$ cat src/sv/tpc_pkg.sv
// ----------------------------------------------------------------------------
// tpc_pkg
// shared types and constants of the triangle plane clipper
// ----------------------------------------------------------------------------
`default_nettype none

package tpc_pkg;

    localparam int N_ATTR     = 6;
    localparam int DATA_W     = 32;
    localparam int RAM_DEPTH  = 30;   // five rows of six attributes
    localparam int RAM_AW     = 5;

    // configuration register indexes
    localparam logic [2:0] CFG_POINT_X  = 3'd0;
    localparam logic [2:0] CFG_POINT_Y  = 3'd1;
    localparam logic [2:0] CFG_POINT_Z  = 3'd2;
    localparam logic [2:0] CFG_NORMAL_X = 3'd3;
    localparam logic [2:0] CFG_NORMAL_Y = 3'd4;
    localparam logic [2:0] CFG_NORMAL_Z = 3'd5;
    localparam logic [2:0] CFG_COUNT    = 3'd6;

    localparam logic [31:0] NORMAL_Z_RESET = 32'h0001_0000;

    // vertex store rows: rows 0 to 2 hold the input vertices, ROW_E0 and ROW_E1 the edge points
    localparam logic [2:0] ROW_E0 = 3'd3;
    localparam logic [2:0] ROW_E1 = 3'd4;

    localparam logic [5:0] DIV_LAST = 6'd32;   // 33 quotient bits

    typedef enum logic [3:0] {
        ST_IDLE,
        ST_DMUL,
        ST_DSAT,
        ST_WR,
        ST_PLAN,
        ST_ELOAD,
        ST_ARD,
        ST_EMUL,
        ST_DINIT,
        ST_DIV,
        ST_EWR,
        ST_OREAD,
        ST_OSHOW
    } tpc_state_t;

    typedef struct packed {
        logic       load_in;
        logic       mul_go;
        logic       mul_edge;
        logic [1:0] axis;
        logic       acc_first;
        logic       acc_add;
        logic       dist_wr;
        logic [1:0] slot;
        logic       ram_we;
        logic       wsrc_edge;
        logic [2:0] row;
        logic [2:0] attr;
        logic [1:0] dsel;
        logic       da_load;
        logic       db_load;
        logic       a_load;
        logic       b_load;
        logic       div_init;
        logic       div_step;
        logic       out_load;
        logic [2:0] out_idx;
    } tpc_cmd_t;

    typedef struct packed {
        logic [2:0] dist_neg;
    } tpc_stat_t;

endpackage

`default_nettype wire

$ cat src/sv/tpc_ctrl.sv
// ----------------------------------------------------------------------------
// tpc_ctrl
// controller: sequences distance, store writes, edge division and output
// ----------------------------------------------------------------------------
`default_nettype none

module tpc_ctrl (
    input  wire logic               aclk,
    input  wire logic               aresetn,
    input  wire logic               s_tvalid,
    output logic                    s_tready,
    output logic                    m_tvalid,
    input  wire logic               m_tready,
    output logic                    m_tuser,
    output logic                    m_tlast,
    input  wire tpc_pkg::tpc_stat_t stat,
    output tpc_pkg::tpc_cmd_t       cmd
);

    tpc_pkg::tpc_state_t state_reg, state_next;
    logic [5:0] cnt_reg, cnt_next;
    logic [1:0] slot_reg, slot_next;
    logic       edge_reg, edge_next;
    logic [2:0] attr_reg, attr_next;
    logic [2:0] pos_reg, pos_next;
    logic [2:0] nemit_reg, nemit_next;
    logic       two_reg, two_next;
    logic [2:0] rows_reg [6];
    logic [2:0] rows_next [6];
    logic [1:0] ea_reg [2];
    logic [1:0] ea_next [2];
    logic [1:0] eb_reg [2];
    logic [1:0] eb_next [2];

    logic [1:0] slot_eff;
    logic [2:0] p_rows [6];
    logic [1:0] p_ea [2];
    logic [1:0] p_eb [2];
    logic [2:0] p_nemit;
    logic       p_two;

    assign slot_eff = (slot_reg == 2'd3) ? 2'd0 : slot_reg;

    // clip plan from the inside flags of the three vertices
    always_comb begin
        p_rows  = '{3'd0, 3'd1, 3'd2, 3'd0, 3'd0, 3'd0};
        p_ea    = '{2'd0, 2'd0};
        p_eb    = '{2'd0, 2'd0};
        p_nemit = 3'd0;
        p_two   = 1'b0;
        unique case (~stat.dist_neg)
            3'b111: begin
                p_nemit = 3'd3;
            end
            3'b001, 3'b010, 3'b100: begin
                p_nemit = 3'd3;
                unique case (~stat.dist_neg)
                    3'b001:  begin p_ea = '{2'd0, 2'd0}; p_eb = '{2'd1, 2'd2}; end
                    3'b010:  begin p_ea = '{2'd1, 2'd1}; p_eb = '{2'd0, 2'd2}; end
                    default: begin p_ea = '{2'd2, 2'd2}; p_eb = '{2'd0, 2'd1}; end
                endcase
                p_rows = '{{1'b0, p_ea[0]}, tpc_pkg::ROW_E0, tpc_pkg::ROW_E1,
                           3'd0, 3'd0, 3'd0};
            end
            3'b011, 3'b101, 3'b110: begin
                p_nemit = 3'd6;
                p_two   = 1'b1;
                unique case (~stat.dist_neg)
                    3'b011:  begin p_ea = '{2'd0, 2'd1}; p_eb = '{2'd2, 2'd2}; end
                    3'b101:  begin p_ea = '{2'd0, 2'd2}; p_eb = '{2'd1, 2'd1}; end
                    default: begin p_ea = '{2'd1, 2'd2}; p_eb = '{2'd0, 2'd0}; end
                endcase
                p_rows = '{{1'b0, p_ea[0]}, {1'b0, p_ea[1]}, tpc_pkg::ROW_E0,
                           {1'b0, p_ea[1]}, tpc_pkg::ROW_E0, tpc_pkg::ROW_E1};
            end
            default: begin
                p_nemit = 3'd0;
            end
        endcase
    end

    // next state and sequencing counters
    always_comb begin
        state_next = state_reg;
        cnt_next   = cnt_reg;
        slot_next  = slot_reg;
        edge_next  = edge_reg;
        attr_next  = attr_reg;
        pos_next   = pos_reg;
        nemit_next = nemit_reg;
        two_next   = two_reg;
        rows_next  = rows_reg;
        ea_next    = ea_reg;
        eb_next    = eb_reg;
        unique case (state_reg)
            tpc_pkg::ST_IDLE: begin
                if (s_tvalid) begin
                    state_next = tpc_pkg::ST_DMUL;
                    cnt_next   = '0;
                end
            end
            tpc_pkg::ST_DMUL: begin
                if (cnt_reg == 6'd3) begin
                    state_next = tpc_pkg::ST_DSAT;
                end else begin
                    cnt_next = cnt_reg + 6'd1;
                end
            end
            tpc_pkg::ST_DSAT: begin
                state_next = tpc_pkg::ST_WR;
                cnt_next   = '0;
            end
            tpc_pkg::ST_WR: begin
                if (cnt_reg == 6'd5) begin
                    if (slot_eff == 2'd2) begin
                        slot_next  = '0;
                        state_next = tpc_pkg::ST_PLAN;
                    end else begin
                        slot_next  = slot_eff + 2'd1;
                        state_next = tpc_pkg::ST_IDLE;
                    end
                end else begin
                    cnt_next = cnt_reg + 6'd1;
                end
            end
            tpc_pkg::ST_PLAN: begin
                rows_next  = p_rows;
                ea_next    = p_ea;
                eb_next    = p_eb;
                nemit_next = p_nemit;
                two_next   = p_two;
                edge_next  = 1'b0;
                pos_next   = '0;
                cnt_next   = '0;
                if (p_nemit == 3'd0) begin
                    state_next = tpc_pkg::ST_IDLE;
                end else if (~stat.dist_neg == 3'b111) begin
                    state_next = tpc_pkg::ST_OREAD;
                end else begin
                    state_next = tpc_pkg::ST_ELOAD;
                end
            end
            tpc_pkg::ST_ELOAD: begin
                if (cnt_reg == 6'd1) begin
                    state_next = tpc_pkg::ST_ARD;
                    attr_next  = '0;
                    cnt_next   = '0;
                end else begin
                    cnt_next = cnt_reg + 6'd1;
                end
            end
            tpc_pkg::ST_ARD: begin
                if (cnt_reg == 6'd2) begin
                    state_next = tpc_pkg::ST_EMUL;
                end else begin
                    cnt_next = cnt_reg + 6'd1;
                end
            end
            tpc_pkg::ST_EMUL: begin
                state_next = tpc_pkg::ST_DINIT;
            end
            tpc_pkg::ST_DINIT: begin
                state_next = tpc_pkg::ST_DIV;
                cnt_next   = '0;
            end
            tpc_pkg::ST_DIV: begin
                if (cnt_reg == tpc_pkg::DIV_LAST) begin
                    state_next = tpc_pkg::ST_EWR;
                end else begin
                    cnt_next = cnt_reg + 6'd1;
                end
            end
            tpc_pkg::ST_EWR: begin
                cnt_next = '0;
                if (attr_reg == 3'd5) begin
                    if (edge_reg) begin
                        state_next = tpc_pkg::ST_OREAD;
                    end else begin
                        edge_next  = 1'b1;
                        state_next = tpc_pkg::ST_ELOAD;
                    end
                end else begin
                    attr_next  = attr_reg + 3'd1;
                    state_next = tpc_pkg::ST_ARD;
                end
            end
            tpc_pkg::ST_OREAD: begin
                if (cnt_reg == 6'd6) begin
                    state_next = tpc_pkg::ST_OSHOW;
                end else begin
                    cnt_next = cnt_reg + 6'd1;
                end
            end
            tpc_pkg::ST_OSHOW: begin
                if (m_tready) begin
                    cnt_next = '0;
                    if (pos_reg == nemit_reg - 3'd1) begin
                        state_next = tpc_pkg::ST_IDLE;
                    end else begin
                        pos_next   = pos_reg + 3'd1;
                        state_next = tpc_pkg::ST_OREAD;
                    end
                end
            end
            default: begin
                state_next = tpc_pkg::ST_IDLE;
            end
        endcase
    end

    // commands to the datapath and handshake outputs
    always_comb begin
        cmd      = '0;
        s_tready = 1'b0;
        m_tvalid = 1'b0;
        m_tuser  = two_reg && (pos_reg >= 3'd3);
        m_tlast  = (pos_reg == nemit_reg - 3'd1);
        unique case (state_reg)
            tpc_pkg::ST_IDLE: begin
                s_tready    = 1'b1;
                cmd.load_in = s_tvalid;
            end
            tpc_pkg::ST_DMUL: begin
                cmd.axis      = cnt_reg[1:0];
                cmd.mul_go    = (cnt_reg != 6'd3);
                cmd.acc_first = (cnt_reg == 6'd1);
                cmd.acc_add   = (cnt_reg != 6'd0);
            end
            tpc_pkg::ST_DSAT: begin
                cmd.dist_wr = 1'b1;
                cmd.slot    = slot_eff;
            end
            tpc_pkg::ST_WR: begin
                cmd.ram_we = 1'b1;
                cmd.row    = {1'b0, slot_eff};
                cmd.attr   = cnt_reg[2:0];
            end
            tpc_pkg::ST_ELOAD: begin
                cmd.dsel    = (cnt_reg == 6'd0) ? ea_reg[edge_reg] : eb_reg[edge_reg];
                cmd.da_load = (cnt_reg == 6'd0);
                cmd.db_load = (cnt_reg == 6'd1);
            end
            tpc_pkg::ST_ARD: begin
                cmd.row    = (cnt_reg == 6'd0) ? {1'b0, ea_reg[edge_reg]}
                                               : {1'b0, eb_reg[edge_reg]};
                cmd.attr   = attr_reg;
                cmd.a_load = (cnt_reg == 6'd1);
                cmd.b_load = (cnt_reg == 6'd2);
            end
            tpc_pkg::ST_EMUL: begin
                cmd.mul_go   = 1'b1;
                cmd.mul_edge = 1'b1;
            end
            tpc_pkg::ST_DINIT: begin
                cmd.div_init = 1'b1;
            end
            tpc_pkg::ST_DIV: begin
                cmd.div_step = 1'b1;
            end
            tpc_pkg::ST_EWR: begin
                cmd.ram_we    = 1'b1;
                cmd.wsrc_edge = 1'b1;
                cmd.row       = edge_reg ? tpc_pkg::ROW_E1 : tpc_pkg::ROW_E0;
                cmd.attr      = attr_reg;
            end
            tpc_pkg::ST_OREAD: begin
                cmd.row      = rows_reg[pos_reg];
                cmd.attr     = (cnt_reg == 6'd6) ? 3'd0 : cnt_reg[2:0];
                cmd.out_load = (cnt_reg != 6'd0);
                cmd.out_idx  = 3'(cnt_reg - 6'd1);
            end
            tpc_pkg::ST_OSHOW: begin
                m_tvalid = 1'b1;
            end
            default: begin
                cmd = '0;
            end
        endcase
    end

    always_ff @(posedge aclk) begin
        if (!aresetn) begin
            state_reg <= tpc_pkg::ST_IDLE;
            cnt_reg   <= '0;
            slot_reg  <= '0;
            edge_reg  <= 1'b0;
            attr_reg  <= '0;
            pos_reg   <= '0;
            nemit_reg <= '0;
            two_reg   <= 1'b0;
        end else begin
            state_reg <= state_next;
            cnt_reg   <= cnt_next;
            slot_reg  <= slot_next;
            edge_reg  <= edge_next;
            attr_reg  <= attr_next;
            pos_reg   <= pos_next;
            nemit_reg <= nemit_next;
            two_reg   <= two_next;
        end
    end

    always_ff @(posedge aclk) begin
        rows_reg <= rows_next;
        ea_reg   <= ea_next;
        eb_reg   <= eb_next;
    end

endmodule

`default_nettype wire

$ cat config.mk
export PLATFORM = sky130hd
export DESIGN_NAME = tpc_ctrl
export DESIGN_NICKNAME = d
export VERILOG_FILES = /design/src/sv/tpc_pkg.sv /design/src/sv/tpc_ctrl.sv
export SDC_FILE = /design/constraint.sdc
export NUM_CORES = 1
export LEC_CHECK = 0
export BUFFER_PORTS_ARGS = -buffer_cell sky130_fd_sc_hd__buf_2
export CORE_MARGIN = 4
export CORE_UTILIZATION = 60
export CTS_BUF_LIST = sky130_fd_sc_hd__clkbuf_4 sky130_fd_sc_hd__clkbuf_8 sky130_fd_sc_hd__clkbuf_16
export CTS_CLUSTER_DIAMETER = 200
export CTS_CLUSTER_SIZE = 16
export DETAILED_ROUTE_END_ITERATION = 10
export PLACE_DENSITY = 0.84
export SLEW_MARGIN = 20
export SYNTH_ARGS = -nofsm -noshare
export SYNTH_HDL_FRONTEND = slang
export SYNTH_SLANG_ARGS = --single-unit
$ cat constraint.sdc
create_clock -name aclk -period 4.82 [get_ports aclk]
set_input_delay 0.241 -clock aclk [delete_from_list [all_inputs] [get_ports aclk]]
set_output_delay 0.241 -clock aclk [all_outputs]
set_load 0.02 [all_outputs]
==> flow_metrics.py <==
metrics = {
    "die": {
        "die_x_um": 74.2,
        "rows": 23,
        "start_util": 0.639,
        "core_area_um2": 4120,
        "die_h_um": 74.2,
        "pin_count": 41,
        "dieArea_um2": 5510,
    },
    "clocking": {
        "cts.clk_slew.worst_paths_ns": 0.08,
        "htreeDepth": 2,
        "clk_root_buffer_cell": "clkbuf_8",
        "cts_tree": "yes",
        "cts_buffer_depth": 2,
        "post-cts-setup-buffers": 0,
        "clkLatencyLatePin_ns": 0.30,
        "cts_inserted_buffers": 5,
        "hold_buffers": 0,
        "post_cts_resize_count": 0,
        "cts_sinks": 37,
    },
    "synthesis": {
        "yosysMostFrequentCell": "nor2_1",
        "synthMuxAreaShare": 0.0362,
        "synth-seq-area-share": 0.335,
        "netlist_top_cells_count": "30 x nor2_1, 29 x nand2_1, 23 x dfxtp_1",
        "synth-compound-area-share": 0.176,
        "synth_top_area_frac": 0.175,
        "synth_top_cell_by_area": "dfxtp_1",
        "synth_top_family_by_area": "simple AND/OR/NAND/NOR gates",
        "synth-xor-area-share": 0.0257,
        "yosys_most_used_dff": "dfxtp_1",
        "ys_ff_latch": 37,
        "synth_nets": 326,
        "ys_async_sr_fraction": 0,
        "yosys_warnings": 0,
        "synth_top_cells_by_area": "dfxtp_1 18%, edfxtp_1 16%, ha_1 6.2%",
        "avgSynthCellArea_um2": 8.59,
        "synth_edf_count": 14,
        "synth_cell_type_count": 60,
        "synth-simple-area-share": 0.296,
        "synth_fa_ha_area_frac": 0.0618,
        "syn-cell-area_um2": 2630,
        "synthCells": 306,
    },
    "route": {
        "ant_nets": 0,
        "vias": 2427,
        "routed_wirelength_mm": 6.38,
        "drc": 0,
        "wl_per_cell_um": 16.6,
        "via_per_inst": 6.30,
        "drt-initial-drc-count": 252,
        "dr.pass1.iters": 6,
    },
    "placement": {
        "pre_cts_ws_ns": 2.48,
        "dp_hpwl_mm": 4.72,
        "port_buffers": 40,
        "gp_congestion": 0.964,
        "post_dp_cell_area_um2": 2780,
    },
    "pwr": {
        "swShare": 0.445,
        "p_seq_frac": 0.372,
        "clockPowerShare": 0.180,
        "p_leak_uw": 0.00124,
        "power_density_nw_per_um2": 443,
        "switching_power_uw": 564,
        "combinationalPowerShare": 0.448,
        "peakVddDrop_v": 0.000347,
        "internal_power_uw": 704,
    },
    "layout": {
        "fin_area_um2": 2870,
        "drive_gt1_frac": 0.194,
        "ff_latch_area_um2": 881,
        "nNetsFinal": 354,
        "nFillCells": 351,
        "antenna-diode-count": 0,
        "fin_util": 0.696,
        "largest_register_ff_count": 7,
        "multi_input_area_um2": 1570,
        "area_growth_pct": 8.94,
    },
    "grt": {
        "grt_pass1_wl_mm": 10.5,
        "grt_pass1_vias": 2214,
        "grt_max_degree": 25,
        "use_met2": 0.372,
        "grt_util_all_layers": 0.246,
        "antenna_found_initial": 0,
        "use_met3": 0.0635,
        "grt_overflow_total": 0,
        "use_met1": 0.342,
        "busiest_layer": "met2",
    },
    "timing": {
        "fin_crit_sh": 0.532,
        "tns_ns": 0,
        "setup_slack_ns": 2.26,
        "setup_viol": 0,
        "period_needed_ns": 2.56,
        "hold_viol": 0,
        "report.final.slew_viol_count": 0,
        "fmax_mhz": 390,
        "rsz0062_at_grt": "false",
        "worstMarginPinSlew_ns": 0.733,
        "fin_worst_skew_ns": 0.00526,
        "max_slew_margin": 0.511,
    },
    "setup_path": {
        "worst-path-max-fanout": 21,
        "worst_setup_path_start_kind": "flip-flop",
        "cp.arrival_ns": 2.32,
        "crit_path_end_kind": "primary output",
        "critPathRequiredTime_ns": 4.58,
        "critical_path_class": "flip-flop to primary output",
    },
    "job": {
        "max-cap-violations": 0,
    },
    "run_status": {
        "status": "finished clean",
    },
    "min_path": {
        "hold_class": "primary input to flip-flop",
    },
}
==> stage by stage <==
stage | hold slack, ns | instances | total power [uW]
global route | 0.298 | 385 | 1350
detailed placement | 0.465 | 377 | 1040
floorplan | 0.432 | 306 | 921
CTS | 0.277 | 385 | 1260
finish | 0.284 | 385 | 1270
global placement | 0.464 | 377 | 1020
==> layout by cell type (no fill, tap or decap), drive strengths merged, types with 5 or more instances in the layout <==
cell	instances
buf	40
nor2	32
nand2	29
dfxtp	23
nand3	18
inv	17
a21oi	16
edfxtp	14
ha	13
nor3	13
o21ai	11
and2	9
nor2b	8
a211oi	7
nand4	7
and3	5
mux2i	5
clkbuf	5
==> per-layer routing <==
metal  part of all wire  vias to the layer above  wire [um]
met4              0.020                        0        129
met1               0.43                     1129       2760
met3              0.092                       16        590
met5                  0                        -          0
li1                   -                     1166          -
met2               0.45                      116       2900
==> final cells by class <==
class | instances | area share
clock buffer | 5 | 0.0240
clock inverter | 3 | 0.00742
inverter | 17 | 0.0223
multi-input combinational | 233 | 0.547
sequential | 37 | 0.307
tap | 50 | 0.0218
timing repair buffer | 40 | 0.0699
==> logic make-up after synthesis <==
family,after synthesis
DFF,37
and+or+nand+nor,141
adders and majority gates,13
muxes,7
xor gates and xnor gates,6
AOI/OAI and AO/OA,66
buffers and inverters,36
==> critical path, stage by stage (launching register included) <==
cell     delay, ns
dfxtp_1       0.76
and2b_1       0.28
nand3_1       0.24
nor2_1        0.25
a21o_1        0.14
a21oi_1       0.04
o21ai_0       0.10
buf_2         0.20
==> power groups by stage <==
stage          Clock, uW  Combinational [uW]  Sequential (uW)
2_1_floorplan          0                 511              410
3_3_place_gp           0                 552              473
3_5_place_dp           0                 559              476
4_1_cts              229                 565              469
5_1_grt              245                 626              483
6_report             228                 568              472
==> worst paths after layout <==
path / start / end / slack, ns / cells after the start
worst max register to register: state_reg[2]$_SDFFE_PN0P_ / state_reg[2]$_SDFFE_PN0P_ / 2.43 / 7
worst min-delay path: aresetn / attr_reg[1]$_SDFFE_PN0P_ / 0.28 / 2
worst min register to register: two_reg$_SDFFE_PN0P_ / two_reg$_SDFFE_PN0P_ / 0.48 / 2
worst max-delay path: state_reg[1]$_SDFFE_PN0P_ / cmd[16] / 2.26 / 7
(Power assumes the default switching activity.)
